===== src/hdl/spwm_pkg.sv =====
// Package: types and constants shared by the shadowed PWM generator.
`timescale 1ns / 1ps

package spwm_pkg;

  localparam int unsigned CNT_W = 32;

  typedef enum logic [1:0] {
    OP_TICK    = 2'd0,
    OP_SET     = 2'd1,
    OP_ENABLE  = 2'd2,
    OP_DISABLE = 2'd3
  } opcode_t;

  typedef struct packed {
    opcode_t     opcode;
    logic [31:0] period_value;
    logic [31:0] pulse_value;
  } in_req_t;

  typedef struct packed {
    logic pin_level;
    logic period_start;
    logic counting;
  } out_res_t;

  typedef struct packed {
    logic             enabled_flag;
    logic             counter_running;
    logic             in_rest_phase;
    logic [CNT_W-1:0] pending_period;
    logic [CNT_W-1:0] pending_pulse;
    logic [CNT_W-1:0] active_period;
    logic [CNT_W-1:0] active_pulse;
    logic [CNT_W-1:0] ticks_left;
    logic             pin_register;
  } pwm_state_t;

endpackage


===== src/hdl/spwm_step.sv =====
// Step logic: next PWM state and result for one request.
`timescale 1ns / 1ps

module spwm_step (
  input  spwm_pkg::in_req_t    req,
  input  spwm_pkg::pwm_state_t cur,
  input  logic                 invert,
  output spwm_pkg::pwm_state_t nxt,
  output spwm_pkg::out_res_t   res
);

  function automatic spwm_pkg::pwm_state_t latch_period(
    input spwm_pkg::pwm_state_t s,
    input logic                 inv
  );
    spwm_pkg::pwm_state_t r;
    r               = s;
    r.in_rest_phase = 1'b0;
    r.active_period = s.pending_period;
    r.active_pulse  = s.pending_pulse;
    if (s.pending_period == s.pending_pulse) begin
      r.pin_register    = (s.pending_period != '0) ? ~inv : inv;
      r.ticks_left      = '0;
      r.counter_running = 1'b0;
    end else if (s.pending_pulse == '0) begin
      r.pin_register    = inv;
      r.ticks_left      = s.pending_period;
      r.in_rest_phase   = 1'b1;
      r.counter_running = 1'b1;
    end else begin
      r.pin_register    = ~inv;
      r.ticks_left      = s.pending_pulse;
      r.counter_running = 1'b1;
    end
    return r;
  endfunction

  logic [spwm_pkg::CNT_W-1:0] per;
  logic [spwm_pkg::CNT_W-1:0] pul;
  logic [spwm_pkg::CNT_W-1:0] pul_clamped;
  logic                       start;
  spwm_pkg::pwm_state_t       tmp;

  assign per         = req.period_value[spwm_pkg::CNT_W-1:0];
  assign pul         = req.pulse_value[spwm_pkg::CNT_W-1:0];
  assign pul_clamped = (pul > per) ? per : pul;

  always_comb begin
    nxt   = cur;
    start = 1'b0;
    tmp   = cur;
    unique case (req.opcode)
      spwm_pkg::OP_TICK: begin
        if (cur.enabled_flag && cur.counter_running) begin
          if (cur.ticks_left > spwm_pkg::CNT_W'(1)) begin
            nxt.ticks_left = cur.ticks_left - spwm_pkg::CNT_W'(1);
          end else if (cur.in_rest_phase) begin
            nxt   = latch_period(cur, invert);
            start = 1'b1;
          end else begin
            nxt.pin_register  = invert;
            nxt.ticks_left    = cur.active_period - cur.active_pulse;
            nxt.in_rest_phase = 1'b1;
          end
        end
      end
      spwm_pkg::OP_SET: begin
        tmp.pending_period = per;
        tmp.pending_pulse  = pul_clamped;
        nxt                = tmp;
        if (cur.enabled_flag && !cur.counter_running) begin
          nxt   = latch_period(tmp, invert);
          start = 1'b1;
        end
      end
      spwm_pkg::OP_ENABLE: begin
        if (!cur.enabled_flag) begin
          tmp.enabled_flag = 1'b1;
          nxt              = latch_period(tmp, invert);
          start            = 1'b1;
        end
      end
      spwm_pkg::OP_DISABLE: begin
        nxt.enabled_flag    = 1'b0;
        nxt.counter_running = 1'b0;
        nxt.in_rest_phase   = 1'b0;
        nxt.ticks_left      = '0;
        nxt.pin_register    = invert;
      end
      default: begin
        nxt = cur;
      end
    endcase
    res.pin_level    = nxt.pin_register;
    res.period_start = start;
    res.counting     = nxt.counter_running;
  end

endmodule


===== src/hdl/shadowed_pwm_generator_unit.sv =====
// Top level: request register, PWM state, result register and config port.
// A request waits in the request register until the result register is free.
// Throughput: one request per cycle unless the output stalls; the step logic, a few
// 32-bit compares and subtracts on the tick counter and shadows, sits between them.
// Reset: synchronous active-low rst_n clears all PWM state, the invert
// register and both valid flags; the block is ready as soon as rst_n is released.
`timescale 1ns / 1ps

module shadowed_pwm_generator_unit (
  input  logic                 clk,
  input  logic                 rst_n,
  input  logic                 in_valid,
  output logic                 in_stall,
  input  spwm_pkg::in_req_t    in_req,
  output logic                 out_valid,
  input  logic                 out_stall,
  output spwm_pkg::out_res_t   out_res,
  input  logic                 cfg_valid,
  output logic                 cfg_ready,
  input  logic                 cfg_data
);

  logic                 req_valid_r;
  spwm_pkg::in_req_t    req_r;
  spwm_pkg::pwm_state_t st_r;
  spwm_pkg::pwm_state_t st_nxt;
  spwm_pkg::out_res_t   res_nxt;
  spwm_pkg::out_res_t   res_r;
  logic                 res_valid_r;
  logic                 invert_r;
  logic                 out_free;
  logic                 advance;

  assign out_free  = !res_valid_r || !out_stall;
  assign advance   = req_valid_r && out_free;
  assign in_stall  = req_valid_r && !out_free;
  assign cfg_ready = 1'b1;
  assign out_valid = res_valid_r;
  assign out_res   = res_r;

  spwm_step u_step (
    .req    (req_r),
    .cur    (st_r),
    .invert (invert_r),
    .nxt    (st_nxt),
    .res    (res_nxt)
  );

  always_ff @(posedge clk) begin
    if (!rst_n) begin
      req_valid_r <= 1'b0;
      res_valid_r <= 1'b0;
      invert_r    <= 1'b0;
      st_r        <= '0;
    end else begin
      if (cfg_valid && cfg_ready) begin
        invert_r <= cfg_data;
      end
      if (in_valid && !in_stall) begin
        req_valid_r <= 1'b1;
      end else if (advance) begin
        req_valid_r <= 1'b0;
      end
      if (advance) begin
        res_valid_r <= 1'b1;
        st_r        <= st_nxt;
      end else if (!out_stall) begin
        res_valid_r <= 1'b0;
      end
    end
  end

  always_ff @(posedge clk) begin
    if (in_valid && !in_stall) begin
      req_r <= in_req;
    end
    if (advance) begin
      res_r <= res_nxt;
    end
  end

  a_run_needs_enable: assert property (@(posedge clk) disable iff (!rst_n)
    st_r.counter_running |-> st_r.enabled_flag)
    else $error("counter running while disabled");

  a_run_ticks_nonzero: assert property (@(posedge clk) disable iff (!rst_n)
    st_r.counter_running |-> (st_r.ticks_left != '0))
    else $error("counter running with zero ticks left");

  a_pulse_clamped: assert property (@(posedge clk) disable iff (!rst_n)
    (st_r.active_pulse <= st_r.active_period) &&
    (st_r.pending_pulse <= st_r.pending_period))
    else $error("pulse exceeds period");

  a_result_on_advance: assert property (@(posedge clk) disable iff (!rst_n)
    advance |=> res_valid_r)
    else $error("advanced request produced no result");

endmodule

===== config.mk =====
export PLATFORM = sky130hd
export DESIGN_NAME = shadowed_pwm_generator_unit
export DESIGN_NICKNAME = d
export VERILOG_FILES = /design/src/hdl/spwm_pkg.sv /design/src/hdl/spwm_step.sv /design/src/hdl/shadowed_pwm_generator_unit.sv
export SDC_FILE = /design/constraint.sdc
export NUM_CORES = 1
export LEC_CHECK = 0
export ABC_AREA = 0
export BUFFER_PORTS_ARGS = -buffer_cell sky130_fd_sc_hd__buf_4
export CAP_MARGIN = 20
export CORE_ASPECT_RATIO = 0.9
export CORE_UTILIZATION = 45
export CTS_BUF_LIST = sky130_fd_sc_hd__clkbuf_4
export DETAILED_ROUTE_END_ITERATION = 10
export SYNTH_ARGS = -nofsm -noshare
export SYNTH_HDL_FRONTEND = slang
export SYNTH_SLANG_ARGS = --single-unit

===== constraint.sdc =====
create_clock -name clk -period 3.8 [get_ports clk]
set_clock_uncertainty 0.2 [all_clocks]
set_input_delay 0.38 -clock clk [delete_from_list [all_inputs] [get_ports clk]]
set_output_delay 0.38 -clock clk [all_outputs]
set_load 0.01 [all_outputs]

==> reports/metrics.cfg <==
[status]
run_status=completed

[sta]
slew_headroom_pct=36.6
fin_crit_sh_pct=96.8
fin_setup_tns_ps=0
drv_slew=0
clock.fmax_mhz=272
tightest_slew_ps=952
hold_violations=0
min_period_ps=3680
final-setup-viol-count=0
grt_setup_unrepaired=no
hold_slack_ps=179

[critical_path]
cp.arrival_ps=4090
cp_max_fo=37
endpoint_kind=register
startpoint_type=register
worstPathRequired_ps=4210
crit_type=register to register

[yosys]
post-synth-top-area-cell=dfxtp_1
netlist_top_cells_area=dfxtp_1, edfxtp_1, ha_1, nand2_1, o21ai_0
yosysSeqAreaShare_pct=36.5
yosys-top-cells-count=nand2_1, dfxtp_1, o21ai_0
ys_ff_latch=236
syn_avg_cell_area_um2=8.42
yosysWarnings=0
synthFlopType=dfxtp_1
ys_types=76
synth_cells=1763
post-synth-top-area-fraction_pct=22.5
synth_area_um2=14800
synth_enable_flop_cells=69
synth_most_common_cell=nand2_1
async_reset_ff_share_pct=0
syn_nets=1906

[detailed_routing]
wl_per_cell_um=22.5
drt-total-wl_um=54800
drc=0
drt_iter0_markers=1686
vias=14731
avgViaCountPerCell=6.06
first_pass_iters=7
ant_nets=0

[worst_hold_path]
hold_path_class=input pin to register

[cts]
cts_tree=yes
cts-root-buf=clkbuf_4
htreeDepth=3
cts.sinks=236
path_clk_slew_ps=70
clk_latency_ps=730
cts.path.max_buffers=3
numCtsBuffers=66
cts_setup_buffers=0

[floorplan]
die_w_um=193
core_area_um2=32200
chipHeight_um=174
placementRows=62
pin_count=78
die-area_um2=33700
start_util_pct=46.1

[finish]
area_delta_synth_final_pct=20.5
final_area_um2=17900
final_cells=2430
drive_above_1_share_pct=16.2
nets=2115

[placed_design]
gp_congestion=0.939
postPlaceCellArea_um2=16300
dp.cells=2249
port_buffers=76
dp_hpwl_um=39900

[global_routing]
antenna_found_initial=1
grt_max_degree=98
met2_usage_pct=46.2
grt_pass1_vias=13586
overflow=0
grtUsageTotal_pct=32.2
grt_pass1_wl_um=82600
met3_usage_pct=6.34
busiest_layer=met1
met1_usage_pct=47.5

[power]
finalPower_mw=7.16
p_leak_nw=7.40
ir_drop_mv=0.251
power_density_nw_per_um2=401

[job]
maxCapViolCount=0

per-layer routing:
layer | wire (µm) | vias up
met5 | 0 | -
met4 | 1670 | 0
met3 | 5290 | 91
met2 | 22800 | 769
met1 | 24900 | 6941
li1 | - | 6930
area by class of cell:
class                           count  area (µm²)
Clock inverter                     16         126
Multi-Input combinational cell   1349        8710
Inverter                           75         282
Tap cell                          416         520
Fill cell                        2944       14300
Antenna cell                        1        2.50
Clock buffer                       93         698
Sequential cell                   236        5420
Timing Repair Buffer              244        2120
registers in the layout, indices dropped and copies added, names as in the netlist:
signal and cells:
st_r 164, out_res 3, invert_r 1, req_r 66, out_valid 1, req_valid_r 1
cell families (layout without fill, tap and decap cells):
family | Yosys count | count (layout) | synth area share (%)
AO/OA/AOI/OAI | 548 | 548 | 24.8
flip-flops | 236 | 236 | 36.5
buffers and inverters | 178 | 428 | 5.11
XOR/XNOR | 111 | 111 | 6.55
AND/OR/NAND/NOR | 607 | 607 | 20.2
other | 1 | 2 | 0.0253
multiplexers | 11 | 11 | 0.751
adder cells (fa/ha/maj) | 71 | 71 | 6.04
worst paths after layout:
check	from	to	slack, ps	depth (start not counted)
max reg2reg	req_r[15]	st_r[13]	120	12
min reg2reg	req_valid_r	out_valid	300	2
max	req_r[15]	st_r[13]	120	12
min	rst_n	st_r[50]	180	3
worst max-delay path: stages (launching register included):
cell       delay, ps
edfxtp_1         390
ha_1             330
nand4_1          110
or4_1            610
or3b_2           460
a21bo_2          230
a31o_2           230
buf_12           220
nand2_1          110
a211oi_1         280
buf_4            190
a2111oi_0         70
a21oi_1          170
cell usage in the layout (no fill, tap or decap), drive strengths merged, types with 32 or more instances in the layout:
cell           n
nand2        218
buf          173
dfxtp        167
o21ai        156
nor2         136
a21oi        107
clkbuf        93
xor2          82
inv           77
a221oi        73
dlygate4sd3   71
ha            70
edfxtp        69
nor4          52
nor2b         44
a22oi         39
a21boi        35
nor3b         33
nor3          32
through the flow:
stage               worst slack [ps]  utilization, %
floorplan                        243               -
global placement                 255            50.7
detailed placement               198            50.7
CTS                              155            55.5
global route                   0.624            55.5
finish                           120            55.5
power breakdown:
part	switching, mW	total, mW	internal (mW)
Sequential	0.106	2.81	2.71
Combinational	1.21	1.96	0.748
Clock	1.13	2.39	1.26
what timing repair did:
item                                    CTS  global route
hold buffers                             71             0
endpoints found under the hold margin    70             0
endpoints found under the setup margin    0             2
resized for setup                         0             2
No activity file was read; power rests on OpenSTA's default activity.
